`src/rtl/swlp_pkg.sv`:
```
// Shared types and constants for the sliding-window linear predictor.
package swlp_pkg;

    // Default window depth; the top level can override it (legal range 2 to 16).
    localparam int unsigned DEF_WINDOW_DEPTH = 5;

    // Sample and result field width.
    localparam int unsigned SAMPLE_W = 16;

    // Stream widths.
    localparam int unsigned IN_TDATA_W  = 2 * SAMPLE_W;
    localparam int unsigned OUT_TDATA_W = SAMPLE_W;
    localparam int unsigned OUT_TUSER_W = 2;

    // Flag positions in m_axis_tuser.
    localparam int unsigned USER_DEGEN_BIT = 0;
    localparam int unsigned USER_SAT_BIT   = 1;

    typedef enum logic [3:0] {
        ST_IDLE,
        ST_SUM_X,
        ST_SXX_ADD,
        ST_SXX_SUB,
        ST_SXY_ADD,
        ST_SXY_SUB,
        ST_DENOM,
        ST_NUMER,
        ST_SLOPE_START,
        ST_SLOPE_WAIT,
        ST_PRED_LO,
        ST_PRED_HI,
        ST_PRED_ADD,
        ST_CLIP,
        ST_DIV_N,
        ST_EMIT
    } t_state;

    // Datapath operations issued by the controller, one per cycle.
    typedef enum logic [4:0] {
        OP_NONE,
        OP_LOAD,
        OP_SUM_X,
        OP_SXX_ADD,
        OP_SXX_SUB,
        OP_SXY_ADD,
        OP_SXY_SUB,
        OP_DENOM,
        OP_NUMER,
        OP_SLOPE_START,
        OP_SLOPE_TAKE,
        OP_PRED_LO,
        OP_PRED_HI,
        OP_PRED_ADD,
        OP_CLIP,
        OP_PRED_TAKE,
        OP_EMIT
    } t_dp_op;

    // Datapath status back to the controller.
    typedef struct packed {
        logic d_pos;    // fit denominator is positive
        logic clip;     // prediction numerator is out of range
        logic div_done; // divider finished this cycle
        logic out_free; // output register can take a result
    } t_dp_sts;

endpackage

```
`src/rtl/swlp_div.sv`:
```
// Radix-2 restoring divider for unsigned magnitudes, one quotient bit per cycle.
module swlp_div #(
    parameter int unsigned W  = 40,
    parameter int unsigned CW = $clog2(W + 1)
) (
    input  logic          i_clk,
    input  logic          i_rst_n,
    input  logic          i_start,
    input  logic [W-1:0]  i_dividend, // left-aligned to the iteration count
    input  logic [W-1:0]  i_divisor,
    input  logic [CW-1:0] i_iters,
    output logic          o_done,
    output logic [W-1:0]  o_quot
);

    logic          r_busy, n_busy;
    logic          r_done, n_done;
    logic [CW-1:0] r_cnt, n_cnt;
    logic [W-1:0]  r_rem, n_rem;
    logic [W-1:0]  r_quo, n_quo;
    logic [W-1:0]  r_dsr, n_dsr;
    logic [W:0]    rem_sh;
    logic [W:0]    trial;

    assign rem_sh = {r_rem, r_quo[W-1]};
    assign trial  = rem_sh - {1'b0, r_dsr};

    always_comb begin
        n_busy = r_busy;
        n_done = 1'b0;
        n_cnt  = r_cnt;
        n_rem  = r_rem;
        n_quo  = r_quo;
        n_dsr  = r_dsr;
        if (i_start) begin
            n_busy = 1'b1;
            n_cnt  = i_iters;
            n_rem  = '0;
            n_quo  = i_dividend;
            n_dsr  = i_divisor;
        end else if (r_busy) begin
            n_cnt = r_cnt - CW'(1);
            if (!trial[W]) begin
                n_rem = trial[W-1:0];
                n_quo = {r_quo[W-2:0], 1'b1};
            end else begin
                n_rem = rem_sh[W-1:0];
                n_quo = {r_quo[W-2:0], 1'b0};
            end
            if (r_cnt == CW'(1)) begin
                n_busy = 1'b0;
                n_done = 1'b1;
            end
        end
    end

    always_ff @(posedge i_clk) begin
        if (!i_rst_n) begin
            r_busy <= 1'b0;
            r_done <= 1'b0;
            r_cnt  <= '0;
        end else begin
            r_busy <= n_busy;
            r_done <= n_done;
            r_cnt  <= n_cnt;
        end
    end

    always_ff @(posedge i_clk) begin
        r_rem <= n_rem;
        r_quo <= n_quo;
        r_dsr <= n_dsr;
    end

    assign o_done = r_done;
    assign o_quot = r_quo;

endmodule

```
`src/rtl/swlp_dp.sv`:
```
// Datapath: sample window, running sums, shared multiplier, divider and output register.
module swlp_dp import swlp_pkg::*; #(
    parameter int unsigned DEPTH = DEF_WINDOW_DEPTH
) (
    input  logic                       i_clk,
    input  logic                       i_rst_n,
    input  t_dp_op                     i_op,
    input  logic [SAMPLE_W-1:0]        i_sample_time,
    input  logic signed [SAMPLE_W-1:0] i_sample_value,
    input  logic                       i_m_ready,
    output t_dp_sts                    o_sts,
    output logic                       o_m_valid,
    output logic signed [SAMPLE_W-1:0] o_predicted_value,
    output logic                       o_degenerate,
    output logic                       o_saturated
);

    localparam int unsigned LW   = $clog2(DEPTH + 1);
    localparam int unsigned SXW  = SAMPLE_W + LW;          // Sx, Sy
    localparam int unsigned SXXW = 2 * SAMPLE_W + LW;      // Sxx, Sxy
    localparam int unsigned NW   = 2 * SAMPLE_W + 2 + 2 * LW; // D, N, slope
    localparam int unsigned MW   = SAMPLE_W + 2 + LW;      // multiplier operand
    localparam int unsigned HW   = MW - 1;                 // slope low half
    localparam int unsigned PW   = NW + MW;                // prediction numerator
    localparam int unsigned QW   = SAMPLE_W + 1 + LW;      // |P| width when not clipped
    localparam int unsigned CW   = $clog2(NW + 1);
    localparam int unsigned R_SH = QW + LW;                // reciprocal shift

    localparam logic signed [MW-1:0] N_M = MW'(DEPTH);
    localparam logic signed [NW-1:0] N_N = NW'(DEPTH);
    localparam logic signed [PW-1:0] SAT_HI_P = PW'(32768 * DEPTH);
    localparam logic signed [PW-1:0] SAT_LO_P = PW'(-32769 * int'(DEPTH));

    // ceil(2^R_SH / n): floor(x * RECIP / 2^R_SH) == floor(x / n) for x < 2^QW
    localparam longint unsigned RECIP_L =
        ((64'd1 << R_SH) + 64'(DEPTH) - 64'd1) / 64'(DEPTH);
    localparam logic [R_SH-1:0] RECIP = R_SH'(RECIP_L);

    // window, oldest entry at index 0
    logic [SAMPLE_W-1:0]        r_twin [DEPTH];
    logic signed [SAMPLE_W-1:0] r_vwin [DEPTH];
    logic [SAMPLE_W-1:0]        r_to;
    logic signed [SAMPLE_W-1:0] r_vo;

    logic [SXW-1:0]         r_sx;
    logic signed [SXW-1:0]  r_sy;
    logic [SXXW-1:0]        r_sxx;
    logic signed [SXXW-1:0] r_sxy;

    logic signed [2*MW-1:0] r_prod;
    logic signed [MW-1:0]   r_k;
    logic signed [NW-1:0]   r_d;
    logic signed [NW-1:0]   r_num;
    logic signed [NW-1:0]   r_slope;
    logic                   r_slope_neg;
    logic signed [PW-1:0]   r_p;
    logic                   r_pred_neg;
    logic [QW-1:0]          r_pmag;

    logic signed [SAMPLE_W-1:0] r_pred;
    logic                       r_degen;
    logic                       r_sat;

    logic                       r_m_valid;
    logic signed [SAMPLE_W-1:0] r_m_pred;
    logic                       r_m_degen;
    logic                       r_m_sat;

    logic signed [MW-1:0] tn_m, to_m, vn_m, vo_m, sx_m, sy_m, slo_m, shi_m;
    logic signed [MW-1:0] mul_a, mul_b;
    logic signed [MW-1:0] tp_m, k_calc;
    logic signed [NW-1:0] sxx_n, sxy_n, prod_n, d_calc, num_calc;
    logic [NW-1:0]        num_mag;
    logic [PW-1:0]        p_mag;
    logic                 sat_hi, sat_lo;
    logic                 div_start, div_done;
    logic [NW-1:0]        div_dvd, div_dsr, div_quot;
    logic [CW-1:0]        div_iters;
    logic [QW+R_SH-1:0]   q_prod;
    logic [SAMPLE_W-1:0]  q_n;

    assign tn_m  = $signed(MW'(r_twin[DEPTH-1]));
    assign to_m  = $signed(MW'(r_to));
    assign vn_m  = MW'(r_vwin[DEPTH-1]);
    assign vo_m  = MW'(r_vo);
    assign sx_m  = $signed(MW'(r_sx));
    assign sy_m  = MW'(r_sy);
    assign slo_m = $signed(MW'(r_slope[HW-1:0]));
    assign shi_m = MW'($signed(r_slope[NW-1:HW]));

    // x offset of the prediction point: n*(t_new + 1) - Sx
    assign tp_m   = $signed(MW'(r_twin[DEPTH-1]) + MW'(1));
    assign k_calc = MW'(N_M * tp_m) - sx_m;

    assign sxx_n    = $signed(NW'(r_sxx));
    assign sxy_n    = NW'(r_sxy);
    assign prod_n   = NW'(r_prod);
    assign d_calc   = N_N * sxx_n - prod_n;
    assign num_calc = N_N * sxy_n - prod_n;
    assign num_mag  = r_num[NW-1] ? NW'(-r_num) : NW'(r_num);
    assign p_mag    = r_p[PW-1] ? PW'(-r_p) : PW'(r_p);
    assign sat_hi   = (r_p >= SAT_HI_P);
    assign sat_lo   = (r_p <= SAT_LO_P);

    // |P| / n by reciprocal multiplication
    assign q_prod = {{R_SH{1'b0}}, r_pmag} * {{QW{1'b0}}, RECIP};
    assign q_n    = q_prod[R_SH +: SAMPLE_W];

    always_comb begin
        mul_a = '0;
        mul_b = '0;
        case (i_op)
            OP_SUM_X:   begin mul_a = tn_m;  mul_b = tn_m; end
            OP_SXX_ADD: begin mul_a = to_m;  mul_b = to_m; end
            OP_SXX_SUB: begin mul_a = tn_m;  mul_b = vn_m; end
            OP_SXY_ADD: begin mul_a = to_m;  mul_b = vo_m; end
            OP_SXY_SUB: begin mul_a = sx_m;  mul_b = sx_m; end
            OP_DENOM:   begin mul_a = sx_m;  mul_b = sy_m; end
            OP_PRED_LO: begin mul_a = slo_m; mul_b = r_k;  end
            OP_PRED_HI: begin mul_a = shi_m; mul_b = r_k;  end
            default:    ;
        endcase
    end

    // divider: slope = |N| / D
    assign div_start = (i_op == OP_SLOPE_START);
    assign div_dvd   = num_mag;
    assign div_dsr   = NW'(r_d);
    assign div_iters = CW'(NW);

    swlp_div #(
        .W  (NW),
        .CW (CW)
    ) u_div (
        .i_clk      (i_clk),
        .i_rst_n    (i_rst_n),
        .i_start    (div_start),
        .i_dividend (div_dvd),
        .i_divisor  (div_dsr),
        .i_iters    (div_iters),
        .o_done     (div_done),
        .o_quot     (div_quot)
    );

    // window and running sums are architectural state, cleared at reset
    always_ff @(posedge i_clk) begin
        if (!i_rst_n) begin
            for (int i = 0; i < DEPTH; i++) begin
                r_twin[i] <= '0;
                r_vwin[i] <= '0;
            end
        end else if (i_op == OP_LOAD) begin
            for (int i = 0; i < DEPTH - 1; i++) begin
                r_twin[i] <= r_twin[i+1];
                r_vwin[i] <= r_vwin[i+1];
            end
            r_twin[DEPTH-1] <= i_sample_time;
            r_vwin[DEPTH-1] <= i_sample_value;
        end
    end

    always_ff @(posedge i_clk) begin
        if (!i_rst_n) begin
            r_sx  <= '0;
            r_sy  <= '0;
            r_sxx <= '0;
            r_sxy <= '0;
        end else begin
            case (i_op)
                OP_SUM_X: begin
                    r_sx <= r_sx + SXW'(r_twin[DEPTH-1]) - SXW'(r_to);
                    r_sy <= r_sy + SXW'(r_vwin[DEPTH-1]) - SXW'(r_vo);
                end
                OP_SXX_ADD: r_sxx <= r_sxx + r_prod[SXXW-1:0];
                OP_SXX_SUB: r_sxx <= r_sxx - r_prod[SXXW-1:0];
                OP_SXY_ADD: r_sxy <= r_sxy + $signed(r_prod[SXXW-1:0]);
                OP_SXY_SUB: r_sxy <= r_sxy - $signed(r_prod[SXXW-1:0]);
                default:    ;
            endcase
        end
    end

    always_ff @(posedge i_clk) begin
        r_prod <= mul_a * mul_b;
        case (i_op)
            OP_LOAD: begin
                r_to <= r_twin[0];
                r_vo <= r_vwin[0];
            end
            OP_SXX_ADD: r_k <= k_calc;
            OP_DENOM:   r_d <= d_calc;
            OP_NUMER: begin
                r_num   <= num_calc;
                // degenerate result; replaced later when the fit goes ahead
                r_pred  <= '0;
                r_degen <= 1'b1;
                r_sat   <= 1'b0;
            end
            OP_SLOPE_START: r_slope_neg <= r_num[NW-1];
            OP_SLOPE_TAKE:  r_slope <= r_slope_neg ? -$signed(div_quot) : $signed(div_quot);
            OP_PRED_HI:     r_p <= PW'(r_sy) + PW'(r_prod);
            OP_PRED_ADD:    r_p <= r_p + (PW'(r_prod) <<< HW);
            OP_CLIP: begin
                r_pred_neg <= r_p[PW-1];
                r_pmag     <= p_mag[QW-1:0];
                r_degen    <= 1'b0;
                r_sat      <= sat_hi || sat_lo;
                r_pred     <= sat_hi ? 16'sh7FFF : 16'sh8000;
            end
            OP_PRED_TAKE: begin
                r_pred <= r_pred_neg ? -q_n : q_n;
            end
            default: ;
        endcase
    end

    // output register
    always_ff @(posedge i_clk) begin
        if (!i_rst_n) begin
            r_m_valid <= 1'b0;
        end else if (i_op == OP_EMIT) begin
            r_m_valid <= 1'b1;
        end else if (i_m_ready) begin
            r_m_valid <= 1'b0;
        end
    end

    always_ff @(posedge i_clk) begin
        if (i_op == OP_EMIT) begin
            r_m_pred  <= r_pred;
            r_m_degen <= r_degen;
            r_m_sat   <= r_sat;
        end
    end

    assign o_sts.d_pos    = !r_d[NW-1] && (r_d != '0);
    assign o_sts.clip     = sat_hi || sat_lo;
    assign o_sts.div_done = div_done;
    assign o_sts.out_free = !r_m_valid || i_m_ready;

    assign o_m_valid         = r_m_valid;
    assign o_predicted_value = r_m_pred;
    assign o_degenerate      = r_m_degen;
    assign o_saturated       = r_m_sat;

endmodule

```
`src/rtl/swlp_ctrl.sv`:
```
// Controller: sequences one sample through the datapath operations.
module swlp_ctrl import swlp_pkg::*; (
    input  logic    i_clk,
    input  logic    i_rst_n,
    input  logic    i_s_valid,
    input  t_dp_sts i_sts,
    output t_dp_op  o_op,
    output logic    o_s_ready
);

    t_state r_state, n_state;

    always_ff @(posedge i_clk) begin
        if (!i_rst_n) begin
            r_state <= ST_IDLE;
        end else begin
            r_state <= n_state;
        end
    end

    always_comb begin
        n_state = r_state;
        case (r_state)
            ST_IDLE:        if (i_s_valid) n_state = ST_SUM_X;
            ST_SUM_X:       n_state = ST_SXX_ADD;
            ST_SXX_ADD:     n_state = ST_SXX_SUB;
            ST_SXX_SUB:     n_state = ST_SXY_ADD;
            ST_SXY_ADD:     n_state = ST_SXY_SUB;
            ST_SXY_SUB:     n_state = ST_DENOM;
            ST_DENOM:       n_state = ST_NUMER;
            ST_NUMER:       n_state = i_sts.d_pos ? ST_SLOPE_START : ST_EMIT;
            ST_SLOPE_START: n_state = ST_SLOPE_WAIT;
            ST_SLOPE_WAIT:  if (i_sts.div_done) n_state = ST_PRED_LO;
            ST_PRED_LO:     n_state = ST_PRED_HI;
            ST_PRED_HI:     n_state = ST_PRED_ADD;
            ST_PRED_ADD:    n_state = ST_CLIP;
            ST_CLIP:        n_state = i_sts.clip ? ST_EMIT : ST_DIV_N;
            ST_DIV_N:       n_state = ST_EMIT;
            ST_EMIT:        if (i_sts.out_free) n_state = ST_IDLE;
            default:        n_state = ST_IDLE;
        endcase
    end

    always_comb begin
        o_op      = OP_NONE;
        o_s_ready = 1'b0;
        case (r_state)
            ST_IDLE: begin
                o_s_ready = 1'b1;
                if (i_s_valid) o_op = OP_LOAD;
            end
            ST_SUM_X:       o_op = OP_SUM_X;
            ST_SXX_ADD:     o_op = OP_SXX_ADD;
            ST_SXX_SUB:     o_op = OP_SXX_SUB;
            ST_SXY_ADD:     o_op = OP_SXY_ADD;
            ST_SXY_SUB:     o_op = OP_SXY_SUB;
            ST_DENOM:       o_op = OP_DENOM;
            ST_NUMER:       o_op = OP_NUMER;
            ST_SLOPE_START: o_op = OP_SLOPE_START;
            ST_SLOPE_WAIT:  if (i_sts.div_done) o_op = OP_SLOPE_TAKE;
            ST_PRED_LO:     o_op = OP_PRED_LO;
            ST_PRED_HI:     o_op = OP_PRED_HI;
            ST_PRED_ADD:    o_op = OP_PRED_ADD;
            ST_CLIP:        o_op = OP_CLIP;
            ST_DIV_N:       o_op = OP_PRED_TAKE;
            ST_EMIT:        if (i_sts.out_free) o_op = OP_EMIT;
            default:        ;
        endcase
    end

endmodule

```
`src/rtl/sliding_window_linear_predictor_core.sv`:
```
// Top level of the sliding-window least-squares linear predictor.
// Each input transaction shifts one (time, value) sample into a WINDOW_DEPTH-deep
// window (reset leaves it all zero, and those zero pairs take part in the fit until
// they are shifted out), fits a least-squares line over the whole window with exact
// integer sums and predicts the value at newest time + 1, in Q16.0. Exactly one output
// transaction follows each input transaction: zero with the degenerate flag when all
// window times are equal, or the saturated bound with the saturated flag when the
// prediction leaves the 16-bit range. Samples are handled one at a time. The slope
// comes from the single radix-2 divider, which forms a 34 + 2*L bit quotient with
// L = ceil(log2(WINDOW_DEPTH + 1)); the final divide by the depth is one reciprocal
// multiplication, and the other arithmetic runs in sixteen sequencer steps around
// one shared multiplier. A new sample can be accepted while the previous result
// still waits in the output register.
module sliding_window_linear_predictor_core import swlp_pkg::*; #(
    parameter int unsigned WINDOW_DEPTH = DEF_WINDOW_DEPTH // 2 to 16
) (
    input  logic                   i_clk,
    input  logic                   i_rst_n,

    input  logic                   s_axis_tvalid,
    output logic                   s_axis_tready,
    input  logic [IN_TDATA_W-1:0]  s_axis_tdata,  // [15:0] sample_time, [31:16] sample_value

    output logic                   m_axis_tvalid,
    input  logic                   m_axis_tready,
    output logic [OUT_TDATA_W-1:0] m_axis_tdata,  // [15:0] predicted_value
    output logic [OUT_TUSER_W-1:0] m_axis_tuser   // [0] degenerate, [1] saturated
);

    t_dp_op                     op;
    t_dp_sts                    sts;
    logic signed [SAMPLE_W-1:0] predicted_value;
    logic                       degenerate;
    logic                       saturated;

    // Controller: one state per datapath step, waits on the divider and on the
    // output register.
    swlp_ctrl u_ctrl (
        .i_clk     (i_clk),
        .i_rst_n   (i_rst_n),
        .i_s_valid (s_axis_tvalid),
        .i_sts     (sts),
        .o_op      (op),
        .o_s_ready (s_axis_tready)
    );

    // Datapath: window shift line, running sums updated by the entering and the
    // leaving pair, shared multiplier, divider, output register.
    swlp_dp #(
        .DEPTH (WINDOW_DEPTH)
    ) u_dp (
        .i_clk             (i_clk),
        .i_rst_n           (i_rst_n),
        .i_op              (op),
        .i_sample_time     (s_axis_tdata[SAMPLE_W-1:0]),
        .i_sample_value    ($signed(s_axis_tdata[2*SAMPLE_W-1:SAMPLE_W])),
        .i_m_ready         (m_axis_tready),
        .o_sts             (sts),
        .o_m_valid         (m_axis_tvalid),
        .o_predicted_value (predicted_value),
        .o_degenerate      (degenerate),
        .o_saturated       (saturated)
    );

    assign m_axis_tdata                 = predicted_value;
    assign m_axis_tuser[USER_DEGEN_BIT] = degenerate;
    assign m_axis_tuser[USER_SAT_BIT]   = saturated;

endmodule

```
`config.mk`:
```
export PLATFORM = sky130hd
export DESIGN_NAME = sliding_window_linear_predictor_core
export DESIGN_NICKNAME = d
export VERILOG_FILES = /design/src/rtl/swlp_pkg.sv /design/src/rtl/swlp_div.sv /design/src/rtl/swlp_dp.sv /design/src/rtl/swlp_ctrl.sv /design/src/rtl/sliding_window_linear_predictor_core.sv
export SDC_FILE = /design/constraint.sdc
export NUM_CORES = 2
export LEC_CHECK = 0
export ABC_AREA = 1
export ABC_CLOCK_PERIOD_IN_PS = 11600
export BUFFER_PORTS_ARGS = -buffer_cell sky130_fd_sc_hd__buf_2
export CORE_AREA = 2 2 552 554
export DETAILED_ROUTE_END_ITERATION = 7
export DIE_AREA = 0 0 554 556
export SYNTH_ARGS = -nofsm -noshare
export SYNTH_HDL_FRONTEND = slang
export SYNTH_SLANG_ARGS = --single-unit
export TNS_END_PERCENT = 1
```
`constraint.sdc`:
```
create_clock -name i_clk -period 11.6 [get_ports i_clk]
set_input_delay 1.74 -clock i_clk [delete_from_list [all_inputs] [get_ports i_clk]]
set_output_delay 1.74 -clock i_clk [all_outputs]
set_load 0.01 [all_outputs]
```
* After elaboration in Yosys (flattened, before gate mapping)
Memories as Yosys holds them, arrays and structs flattened. A register that Yosys moved wholly into a read port is not among the register bits. Cells that the tools add are included.
Storage, ports and cells: bits in registers 543, bits in latches 0, RAM bits 160, memory bits (read-only) 0, bits of input ports 36, output and inout bits 20, word-level logic and storage cells 175, memories 2
Cells by class: add/subtract/negate cells 20, multipliers 5, div/mod/pow operators 0, order comparisons 2, equality and inequality tests 35, shift operators 0, mux-type cells 50, bitwise logic cells 12, reductions and logical operators 21
Memories:
- u_dp.r_twin | words 5, bits a word 16, read ports 5, clocked after memory_dff 1, write ports 5, line swlp_dp.sv:40 | logic [SAMPLE_W-1:0] r_twin [DEPTH];
- u_dp.r_vwin | words 5, bits a word 16, read ports 5, clocked after memory_dff 1, write ports 5, line swlp_dp.sv:41 | logic signed [SAMPLE_W-1:0] r_vwin [DEPTH];
Operators by type and width (count):
- 40-bit two-way mux | 5
- 16-bit two-way mux | 12
- 21-bit case mux with 7 select lines | 1
- 35-bit case mux with 2 select lines | 2
- 61-bit case mux with 2 select lines | 1
- 21-bit case mux with 5 select lines | 1
- 40-bit negation | 2
- 5-bit case mux with 16 select lines | 1
- 40-bit subtractor | 2
- 35-bit adder | 2
- 35-bit subtractor | 2
- 4-bit case mux with 16 select lines | 1
- 61-bit adder | 1
- 61-bit by 19-bit greater-or-equal comparator with 1-bit output (second input constant) | 1
- 61-bit by 19-bit less-or-equal comparator with 1-bit output (second input constant) | 1
- 16-bit case mux with 3 select lines | 1
- 19-bit by 42-bit adder with 43-bit output | 1
- 21-bit by 21-bit multiplier with 42-bit output | 1
- 41-bit by 40-bit subtractor with 41-bit output | 1
- 5-bit by 4-bit == test with 1-bit output (second input constant) | 8
- 40-bit nonzero test | 1
- 4-bit by 35-bit multiplier with 39-bit output (first input constant) | 1
- 19-bit by 16-bit adder with 19-bit output | 2
- 20-bit by 20-bit multiplier with 38-bit output (second input constant) | 1
- other kinds (37) | 93

* Depth between registers and ports, before layout
depth in word-level cells 9, gate-level depth with buffers 39

* By module
Synthesis repeated with hierarchy kept, for this count alone.
Unflattened totals: cells, all modules 10726, area, all modules 82711.8 µm²
Modules (own cells, without submodules):
- swlp_dp | instances 1, cells each 9418, area each 73814.5 µm², seq. area each 16595.9 µm²
- swlp_div | instances 1, cells each 1248, area each 8504.4 µm², seq. area each 3363.2 µm²
- swlp_ctrl | instances 1, cells each 58, area each 377.9 µm², seq. area each 80.1 µm²
- sliding_window_linear_predictor_core | instances 1, cells each 2, area each 15.0 µm², seq. area each 0.0 µm²

* Worst setup path after synthesis
No wires, ideal clock.
path type register to register, start register u_ctrl.r_state[2], end register u_dp.r_prod[38], setup time 0.072 ns, arrival time 7.503 ns, required time 11.528 ns, path slack 4.026 ns, stages on the path, launching flop included 34, period minus slack after synthesis 7.574 ns, cells stage by stage dfxtp_1 -> inv_1 -> nor2_1 -> inv_2 -> nor2_1 -> buf_2 -> buf_4 -> a22oi_1 -> inv_1 -> nor4_2 -> nor2_1 -> fa_1 -> inv_1 -> fa_1 -> inv_1 -> fa_1 -> inv_1 -> fa_1 -> inv_1 -> fa_1 -> fa_1 -> inv_1 -> fa_1 -> inv_1 -> ha_1 -> nand2_1 -> nor4_1 -> nand4_1 -> nand2_1 -> nand2_1 -> nand2_1 -> nand2_1 -> nand2_1 -> xor2_1
On the way: word-level cells in the longest chain between the ends 6, elaborated cells on any way between the ends 32
Ends and longest elaborated chain:
- start: declaration | line swlp_ctrl.sv:11 | t_state r_state, n_state;
- start signal: assignment | line swlp_ctrl.sv:17 | r_state <= n_state;
- 4-bit == test (tied with other cells) | line swlp_ctrl.sv:47 | case (r_state)
- 5-bit case mux with 16 select lines * | line swlp_ctrl.sv:47
- 5-bit by 4-bit == test with 1-bit output (tied with other cells) | line swlp_dp.sv:112 | case (i_op)
- 2-bit OR reduction (no source line)
- 21-bit case mux with 7 select lines or 21-bit case mux with 5 select lines (tied branches) | line swlp_dp.sv:112
- 21-bit by 21-bit multiplier with 42-bit output * | line swlp_dp.sv:184 | r_prod <= mul_a * mul_b;
- end signal: assignment | line swlp_dp.sv:184
- end: declaration | line swlp_dp.sv:50 | logic signed [2*MW-1:0] r_prod;
Every way passes the cells marked *; elsewhere a longest branch is shown, timed or not. A chain may end at the register's enable or synchronous reset.

* Worst setup path in the final report
start register u_ctrl.r_state[3], end register u_dp.r_prod[38]
Same word-level chain as after synthesis.

==> run metrics <==
crit path launch=u_ctrl.r_state[3]; die area=0.3080 mm²; Worst-path clk slew=roughly 60 ps; fin nets=~12000; dominant cells by area after synthesis=edfxtp_1 20%, fa_1 16%, ha_1 12%; Root Buffer=clkbuf_16; routed len/inst=around 18 µm; port bufs=55; core area=0.3020 mm²; post-DP HPWL=between 200000 and 250000 µm; fin crit share=76.62%; Final ANT Viol Nets=0; setup TNS=0 ps; Most used DFF post-synth=edfxtp_1; arrival time worst endpoint=9510 ps; clock latency on the worst-skew pair=around 700 ps; Pwr Density=162.4 mW/mm²; Max-Cap Viols=0; Iter 0 DRT Violations=5786; RSZ-0062 raised after global routing=no; post-synth cell types=69; gr usage total=16.65%; largest net degree at the start of global routing=around 100; R2R Path End=u_dp.r_prod[38]; Worst R2R Path Depth=32; Die W=554 µm; measured slew at the worst slew-check pin=1178 ps; crit path to=u_dp.r_prod[38]; CP max-delay cell=nor2_2; reg2reg start=u_ctrl.r_state[3]; DR pass1 iterations=6; vias per cell=4.764; CP Max Fanout=21; CP Launch Type=register; status=completed; Starting Density=26.85%; slew margin rel.=20.92%; ys async rst share=0%; layout cells sized above 1=4.402%; maximum achievable frequency=112.5 MHz; CTS Buf Count=84; CP delay by family, top=adder cells; Worst Setup End Kind=register; Area growth syn-to-layout=10.07%; GPL Wtd Cong=0.9669; Mapped Area=about 0.08 mm²; post-synthesis sequential area ratio=about 25%; setup slack at placement=2731 ps; vias in the first global route=between 60000 and 70000; Worst Skew=63.34 ps; CTS tree=built; final WL=259700 µm; vias=68760; IO Pins=between 50 and 60; WS Path Type=register to register; max-slew violations=0; Synth Area per Inst=7.842 µm²; FP Rows=202; worst setup margin=2712 ps; Ys Warns=0; Max clock buf depth=3; Synth top area share=19.70%; min Tclk post-route=8888 ps; H-tree depth=3; Post-Syn Nets=around 12000; first-pass GRT wire length=399800 µm; CTS Hold Buffers Added=0; Stages on worst setup path=32; initial antenna violation count=11; CP required=~12000 ps; post-CTS setup repair buffer count=0; Critical Path Most Common Cell=fa_1; Die Height=556 µm; DRC Markers=0; r2r setup slk=2710 ps; Mapped Cells=10340; HP Class=register to register; number of synthesized flops with an enable pin=532; Bufs and invs on worst path=9; total grt overflow=0; # clock sinks=735; leakage=between 40 and 50 nW; area leader, netlist=edfxtp_1; final count of hold timing violations=0; register bit total from synthesis=approximately 740; # setup viols final=0; Worst path max stage delay=around 640 ps; maximum vdd drop=0.1184 mV; Post-CTS Resized=0
how the worst min path moves through the flow:
stage	from	end	cells past startpoint	slack, ps
floorplan	u_dp.r_degen	u_dp.o_degenerate	0	400
global placement	u_dp.r_vwin[0][10]	u_dp.r_vo[10]	0	400
detailed placement	u_dp.r_degen	u_dp.o_degenerate	0	400
CTS	u_dp.r_vwin[0][14]	u_dp.r_vo[14]	0	420
global route	u_dp.r_vwin[0][14]	u_dp.r_vo[14]	0	420
finish	u_dp.r_pred[10]	u_dp.o_predicted_value[10]	0	420
final cells by class:
type / instances / area [µm²]
fillers: 32560 / 212700
multi-input cells: 7226 / 52150
flip-flops and latches: 735 / 20040
inverters: 2200 / 8258
well taps: 3978 / 4977
clock buffers: 111 / 2399
repair buffers: 134 / 870.8
clock inverters: 44 / 576.8
diodes: 5 / 12.51
worst reg2reg max path, delay by kind of cell, from the launching register on:
kind	cells	cell delay (ps)
AOI/OAI and AO/OA	1	120
xor gates and xnor gates	1	140
adders and majority gates	8	3940
buffers and inverters	9	1710
DFF	1	390
and+or+nand+nor	13	2520
logic make-up after synthesis:
kind of cell               share of synthesized area [%]
and+or+nand+nor                                    18.46
buffers and inverters                              11.15
AOI/OAI and AO/OA                                  12.27
adders and majority gates                          28.53
DFF                                                24.71
xor gates and xnor gates                           4.892
state kept, by name, summed over array words and instances (netlist names), 35 cells and up:
name	flops
u_dp.div_dsr	40
u_dp.r_p	61
u_dp.r_num	40
u_dp.r_sxy	35
u_dp.u_div.o_quot	40
u_dp.r_sxx	35
u_dp.r_slope	40
u_dp.r_vwin	80
u_dp.u_div.r_rem	40
u_dp.r_prod	42
u_dp.u_div.r_dsr	40
u_dp.r_twin	80
layout by cell type (no fill, tap or decap), types with 72 or more instances in the layout:
| cell type | count |
|---|---|
| dfxtp_1 | 203 |
| edfxtp_1 | 532 |
| nand3_1 | 298 |
| xnor2_1 | 157 |
| nand2_1 | 1749 |
| a21oi_1 | 701 |
| nor3_1 | 116 |
| fa_1 | 657 |
| o21ai_0 | 566 |
| ha_1 | 798 |
| clkbuf_16 | 88 |
| a31oi_1 | 72 |
| nor2_1 | 1091 |
| inv_1 | 2128 |
| o211ai_1 | 87 |
| buf_4 | 80 |
| nand4_1 | 103 |
| xor2_1 | 296 |
metal layers:
layer / vias up / share of wire, % / global-route usage (%) / wire length [µm]
li1: 33350 / - / - / -
met1: 32830 / 46 / 23.16 / 119700
met2: 2163 / 43 / 26.19 / 112900
met3: 412 / 6.7 / 2.434 / 17430
met4: 6 / 3.7 / 5.801 / 9573
met5: - / 0.019 / 0 / 50
power by group:
group | leakage (nW) | total [mW] | switching [mW] | internal (mW)
Sequential | 6.80 | 3.65 | 0.315 | 3.34
Clock | 1.45 | 2.88 | 1.20 | 1.68
Combinational | 35.2 | 7.97 | 5.38 | 2.59
stage by stage:
stage	hold WS, ps	cells	cell area [µm²]	utilization, %	power [mW]
after CTS	418.2	14430	89270	29.56	14.45
final	417.8	14430	89280	29.56	14.50
after global routing	424.3	14430	89270	29.56	15.58
after detailed placement	404.5	14270	86290	28.57	11.48
after floorplan	400.3	10340	81110	-	9.113
after global placement	400.6	14270	86290	28.57	11.48
synthesized netlist by cell type, types with 45 or more instances:
library cell  number
nor3_1           117
inv_1           2130
a21o_1            45
nor2_1          1104
dfxtp_1          203
fa_1             657
nand3_1          298
xor2_1           296
edfxtp_1         532
o21ai_1           61
nor4_1            60
inv_2             68
a21oi_1          701
nand4_1          103
nand2_1         1751
o21bai_1          59
xnor2_1          157
o21ai_0          568
clkbuf_1         102
buf_2             67
a31oi_1           72
o211ai_1          87
ha_1             798
(Power assumes the default switching activity.)
